$ cat src/design/lzsd_pkg.sv
package lzsd_pkg;

  localparam int RING_SIZE_DEF = 4096;
  // Write position starts this far below the top of the ring (0xFEE for 4 KiB).
  localparam int START_GAP     = 18;
  localparam int LEN_BIAS      = 3;

  typedef struct packed {
    logic clearing;
    logic in_fire;
    logic copy_adv;
  } cmd_t;

  typedef struct packed {
    logic clr_done;
    logic ref_start;
    logic copy_last;
    logic out_free;
  } sts_t;

endpackage

$ cat src/design/lzsd_ctrl.sv
module lzsd_ctrl
  import lzsd_pkg::*;
(
  input  logic clk,
  input  logic rst_n,
  input  logic in_valid,
  output logic in_stall,
  input  sts_t sts,
  output cmd_t cmd
);

  typedef enum logic [3:0] {
    ST_CLEAR = 4'b0001,
    ST_IDLE  = 4'b0010,
    ST_PRIME = 4'b0100,
    ST_COPY  = 4'b1000
  } state_t;

  state_t state_r, state_nxt;
  logic   in_fire;
  logic   copy_adv;

  assign in_stall = !((state_r == ST_IDLE) && sts.out_free);
  assign in_fire  = in_valid && !in_stall;
  assign copy_adv = (state_r == ST_COPY) && sts.out_free;

  assign cmd.clearing = (state_r == ST_CLEAR);
  assign cmd.in_fire  = in_fire;
  assign cmd.copy_adv = copy_adv;

  always_comb begin
    state_nxt = state_r;
    unique case (state_r)
      ST_CLEAR: begin
        if (sts.clr_done) state_nxt = ST_IDLE;
      end
      ST_IDLE: begin
        if (in_fire && sts.ref_start) state_nxt = ST_PRIME;
      end
      ST_PRIME: begin
        state_nxt = ST_COPY;
      end
      ST_COPY: begin
        if (copy_adv && sts.copy_last) state_nxt = ST_IDLE;
      end
      default: begin
        state_nxt = ST_CLEAR;
      end
    endcase
  end

  always_ff @(posedge clk) begin
    if (!rst_n) begin
      state_r <= ST_CLEAR;
    end else begin
      state_r <= state_nxt;
    end
  end

endmodule

$ cat config.mk
export PLATFORM = sky130hd
export DESIGN_NAME = lzsd_ctrl
export DESIGN_NICKNAME = d
export VERILOG_FILES = /design/src/design/lzsd_pkg.sv /design/src/design/lzsd_ctrl.sv
export SDC_FILE = /design/constraint.sdc
export NUM_CORES = 1
export LEC_CHECK = 0
export ABC_AREA = 1
export BUFFER_PORTS_ARGS = -buffer_cell sky130_fd_sc_hd__buf_2
export CELL_PAD_IN_SITES_DETAIL_PLACEMENT = 1
export CELL_PAD_IN_SITES_GLOBAL_PLACEMENT = 1
export CORE_AREA = 2 2 39 41
export CTS_CLUSTER_DIAMETER = 150
export CTS_CLUSTER_SIZE = 25
export DETAILED_ROUTE_END_ITERATION = 7
export DIE_AREA = 0 0 41 43
export GPL_TIMING_DRIVEN = 0
export PLACE_DENSITY_LB_ADDON = 0.1
export SLEW_MARGIN = 10
export SYNTH_ARGS = -nofsm -noshare
export SYNTH_HDL_FRONTEND = slang
export SYNTH_SLANG_ARGS = --single-unit
$ cat constraint.sdc
create_clock -name clk -period 1.7 [get_ports clk]
set_clock_uncertainty 0.2 [all_clocks]
set_input_delay 0.34 -clock clk [delete_from_list [all_inputs] [get_ports clk]]
set_output_delay 0.34 -clock clk [all_outputs]
set_load 0.01 [all_outputs]
==> metrics.cfg, run 1 <==
[synthesis]
synth_seq_area_share_pct = 28.8
ys_types = 15
syn_inst = 39
syn_area_sq_um = 278
yosys_warnings = 0
synth_nets = 46
syn_area_per_cell_sq_um = 7.12
ys_seq_elements = 4

[clock_network]
tritoncts = yes
cts_buffer_depth = 2
cts_hold_buf = 0
clk_pin_slew_ns = 0.03
clk_latency_ns = 0.23
clkSinkCount = 4
cts_buffers = 3
h-tree-depth = 1
clockRootBuffer = clkbuf_4

[timing]
slew_viol_final = 0
fin_crit_ns = 1.65
finalSetupTns_ns = 0
fin_hold_ws_ns = 0.122
max-slew-margin-rel_pct = 82.7
tightestPinTransition_ns = 0.258
rsz0062_at_grt = yes
final-hold-violation-count = 0
fmax_mhz = 605
post-route-period-util_pct = 97.2
setup_viol = 0

[power]
p_per_area_nw_per_um2 = 801
peakVddDrop_mv = 0.342
p_leak_nw = 0.210

[route]
wirelength_microns = 724
drc = 0
viasPerCell = 4.42
antenna_left = 0
drt_iter0_markers = 2
dr_total_vias = 314
drtPass1Iterations = 2
post_drt_wl_per_cell_microns = 10.2

[worst_setup_path]
worstRegToRegCells = 8
path_class = flip-flop to output pin
worst-endpoint-required_ns = 1.16
start_kind = flip-flop
end_kind = output pin
crit_fanout = 3
critPathArrivalTime_ns = 1.11

[grt]
grt_usage_pct = 10.5
grt_start_max_net_pins = 6
grt_pass1_wl_mm = 1.20
grt.overflow.total = 0
antenna_found_initial = 0
grt_pass1_vias = 318

[finish]
largest_reg_flops = 4
layout.nets = 64
drive_gt1_share_pct = 69.1
fill_cells = 183
regMostFlops = state_r
top_regs = state_r x4
final_area_sq_um = 438
multi_input_comb_area_sq_um = 193
synthToLayoutAreaGrowth_pct = 57.7
n_antenna_cell = 0
regArea_sq_um = 83.8

[job]
cap_viol_max_count = 0

[placement]
port_buffers = 10
place_congestion = 0.632
placed_cell_area_sq_um = 348
dp_hpwl_microns = 588

[status]
status = finished clean

[die]
dieArea_sq_um = 1760
num_rows = 14
fp.dieW_microns = 41
io_pins = 11
core_area_sq_um = 1380
initial_core_util_pct = 20.1
fp.dieH_microns = 43

[hold_path]
hold_depth = 2
holdCritPathClass = primary input to flip-flop

-- worst max-delay path, stage by stage (launching register included) --
cell,delay (ns)
dfxtp_1,0.38
inv_2,0.06
nor3_2,0.25
buf_2,0.18
-- layout make-up --
| class | count | share of cell area, % |
|---|---|---|
| timing repair buffer | 14 | 19.7 |
| multi-input combinational | 27 | 44.0 |
| clock buffer | 3 | 5.14 |
| sequential | 4 | 19.1 |
| inverter | 6 | 5.71 |
| buffer | 1 | 1.71 |
| tap | 16 | 4.57 |
-- final timing paths --
| path | from | endpoint | slack, ns |
|---|---|---|---|
| worst max-delay path | state_r[0] | cmd[2] | 0.05 |
| worst min-delay path | rst_n | state_r[0] | 0.12 |
| worst max register to register | state_r[0] | state_r[1] | 0.25 |
| worst min register to register | state_r[2] | state_r[3] | 0.39 |
-- cell usage after synthesis, drive strengths merged --
master	instances	share of area, %
nand2	5	6.8
inv	6	8.1
nor3	1	3.6
nand4	1	2.3
and3	1	2.7
a21oi	2	5.0
buf	2	5.4
dfxtp	4	29
and2	1	3.2
nor2	8	14
nand3	8	20
-- power breakdown --
group	leakage [nW]	switching, mW	internal [mW]
clock	0.0138	0.0338	0.0786
sequential	0.0341	0.0139	0.105
combinational	0.162	0.0627	0.0567
total	0.210	0.110	0.240
-- what timing repair did --
item	in CTS	in global routing
buffers inserted	2	2
setup endpoints to repair	2	3
gates resized for setup	15	2
pin swaps	3	2
-- layout by cell type, fill, tap and decap left out, drive strengths merged --
cell type,n
dfxtp,4
and2,1
clkbuf,3
nor2,8
buf,15
and3,1
inv,6
nor3,1
a21oi,2
nand4,1
nand3,8
nand2,5
-- metal layers --
layer | wire length, microns | track usage, %
met5 | 0 | 0
met4 | 0 | 10.0
met3 | 39 | 1.57
met2 | 393 | 15.9
met1 | 291 | 11.5
-- kinds of logic (layout without fill, tap and decap cells) --
group,count (synthesis),after routing,synth area share [%]
buffers and inverters,8,24,13.5
DFF,4,4,28.8
AOI/OAI and AO/OA,2,2,4.95
and+or+nand+nor,25,25,52.7
-- per-stage QoR --
stage               cells  worst slack [ns]  power [mW]  utilization (%)
detailed placement     65             0.109       0.210             25.1
finish                 71            0.0482       0.351             31.6
CTS                    69            0.0103       0.345             30.0
global route           71           -0.0301       0.378             31.6
floorplan              39             0.260       0.182                -
global placement       65             0.147       0.208             25.1
Note: power is estimated with default switching activity, not from simulation.
==> inputs of run 2 (changes only) <==
Settings changed: CELL_PAD_IN_SITES_DETAIL_PLACEMENT 1 to unset, CELL_PAD_IN_SITES_GLOBAL_PLACEMENT 1 to unset, PLACE_DENSITY_LB_ADDON 0.1 to unset.
==> run 2 against run 1 <==
Against the previous run: sequential power about the same; final area down 8.3%; die area is the same; largest cell class unchanged; global-route usage shrank 1.3 points; largest power group is now clock; critical path depth grew 1; wire length shrank 21%; fmax down 0.50%; flip-flop and latch count stayed put; via count decreased by 7.3%; total power is 1.9% lower.
==> metrics.cfg, run 2 (synthesized netlist as in run 1, its figures left out) <==
[status]
status = finished clean

[finish]
fill_cells = 155  ; -15%
synthToLayoutAreaGrowth_pct = 44.6
fin_util_pct = 29.0  ; -2.6 points
multi_input_comb_area_sq_um = 180  ; -6.5%
layout.nets = 61  ; -4.7%
drive_gt1_share_pct = 65.4  ; -3.7 points
regMostFlops = state_r
final_common_cell = buf_2
n_antenna_cell = 0  ; unchanged
final_area_sq_um = 402  ; -8.3%
regArea_sq_um = 85.1  ; +1.5%
top_regs = state_r x4
largest_reg_flops = 4  ; unchanged
layout_common_cells = buf_2 (9), nand3_1 (5), inv_1 (4), nand2_1 (4), dfxtp_2 (4)

[timing]
slew_viol_final = 0  ; unchanged
final-hold-violation-count = 0  ; unchanged
tightestPinTransition_ns = 0.247  ; -0.0119 ns
setup_viol = 0  ; unchanged
rsz0062_at_grt = yes
fmax_mhz = 602  ; -0.50%
max-slew-margin-rel_pct = 83.5  ; +0.80 points
fin_crit_ns = 1.66  ; +0.00834 ns
fin_hold_ws_ns = 0.101  ; -0.0201 ns
post-route-period-util_pct = 97.7  ; +0.49 points

[worst_setup_path]
reg2reg_slack_ns = 0.54  ; +0.29 ns
worst-endpoint-required_ns = 1.16  ; about the same
end_kind = output pin
path_class = flip-flop to output pin
start_kind = flip-flop
crit_fanout = 5  ; +2
critPathArrivalTime_ns = 1.12  ; about the same

[grt]
grt_usage_pct = 9.22  ; -1.3 points
grt.overflow.total = 0  ; unchanged
grt_pass1_wl_microns = 972  ; -19%
antenna_found_initial = 0  ; unchanged
grt_start_max_net_pins = 6  ; unchanged
met2_usage_pct = 11.3  ; -4.7 points
grt.met1_usage_pct = 9.27  ; -2.3 points
grt_busiest_layer = met4
grt_pass1_vias = 258  ; -19%
met3_usage_pct = 4.71  ; +3.1 points

[placement]
dp_hpwl_microns = 480  ; -18%
placed_cell_area_sq_um = 348  ; unchanged
port_buffers = 10  ; unchanged
place_congestion = 0.746  ; +18%

[route]
drtPass1Iterations = 2  ; unchanged
viasPerCell = 4.28  ; -3.2%
drc = 0  ; unchanged
post_drt_wl_per_cell_microns = 8.41  ; -18%
wirelength_microns = 572  ; -21%
drt_iter0_markers = 5  ; +3
antenna_left = 0  ; unchanged
dr_total_vias = 291  ; -7.3%

[die]
io_pins = 11  ; unchanged
initial_core_util_pct = 20.1  ; unchanged
core_area_sq_um = 1380  ; unchanged
fp.dieH_microns = 43  ; unchanged
dieArea_sq_um = 1760  ; unchanged
num_rows = 14  ; unchanged
fp.dieW_microns = 41  ; unchanged

[clock_network]
cts_hold_buf = 0  ; unchanged
cts_buffer_depth = 2  ; unchanged
cts_buffers = 3  ; unchanged
clockRootBuffer = clkbuf_4
tritoncts = yes
clk_latency_ns = 0.24  ; about the same
h-tree-depth = 1  ; unchanged
clkSinkCount = 4  ; unchanged
clk_pin_slew_ns = 0.04  ; about the same

[power]
p_switching_mw = 0.113  ; +2.5%
peakVddDrop_mv = 0.222  ; -35%
internal_power_mw = 0.231  ; -3.9%
finalPower_mw = 0.344  ; -1.9%
swShare_pct = 32.9  ; +1.4 points
combPwrFrac_pct = 29.8  ; -4.2 points
power_frac_seq_pct = 34.8  ; +0.9 points
p_leak_nw = 0.192  ; -8.3%
p_per_area_nw_per_um2 = 857  ; +7.0%
power.share.clock_pct = 35.4  ; +3.4 points

[job]
cap_viol_max_count = 0  ; unchanged

[hold_path]
holdCritPathClass = primary input to flip-flop

[run 2: cell type report]
| cell class | count | share of cell area [%] |
|---|---|---|
| multi-input combinational | 27 | 44.9 |
| sequential | 4 | 21.2 |
| inverter | 6 | 5.61 |
| clock buffer | 3 | 5.61 |
| buffer | 1 | 1.87 |
| tap | 16 | 4.98 |
| timing repair buffer | 11 | 15.9 |
[run 2: power groups by stage]
stage                     sequential (mW)  clock (mW)  combinational (mW)
after CTS                           0.119       0.120              0.0963
after global placement              0.115           0              0.0912
after global routing                0.121       0.135               0.116
final                               0.120       0.122               0.103
after detailed placement            0.115           0              0.0933
after floorplan                     0.114           0              0.0686
[run 2: path summary, 6_finish.rpt]
path	start	to	cells after the start
max	state_r[1]	cmd[0]	4
min	rst_n	state_r[0]	2
max reg2reg	state_r[1]	state_r[1]	5
min reg2reg	state_r[2]	state_r[3]	2
[run 2: critical path, stage by stage, from the launching register on]
cell and delay (ns):
dfxtp_2 0.38, nor2_4 0.07, and3_2 0.19, buf_4 0.12, buf_2 0.12
[run 2: layer usage]
| metal | wire length [microns] | share of wire (%) |
|---|---|---|
| met5 | 0 | 0 |
| met4 | 36 | 6.3 |
| met3 | 61 | 11 |
| met2 | 241 | 42 |
| met1 | 232 | 41 |
[run 2: timing repair]
action | 4_1_cts | 5_1_grt
resized for setup | 9 | 4
endpoints found under the setup margin | 2 | 3
endpoints found under the hold margin | 0 | 0
pin swaps | 3 | 1
buffers inserted | 0 | 1
cloned | 0 | 0
[run 2: per-stage QoR]
stage | TNS (ns) | instances | setup slack, ns
global placement | 0 | 65 | 0.169
finish | 0 | 68 | 0.0399
global route | -0.0803 | 68 | -0.0350
floorplan | 0 | 39 | 0.260
CTS | 0 | 67 | 0.0164
detailed placement | 0 | 65 | 0.132
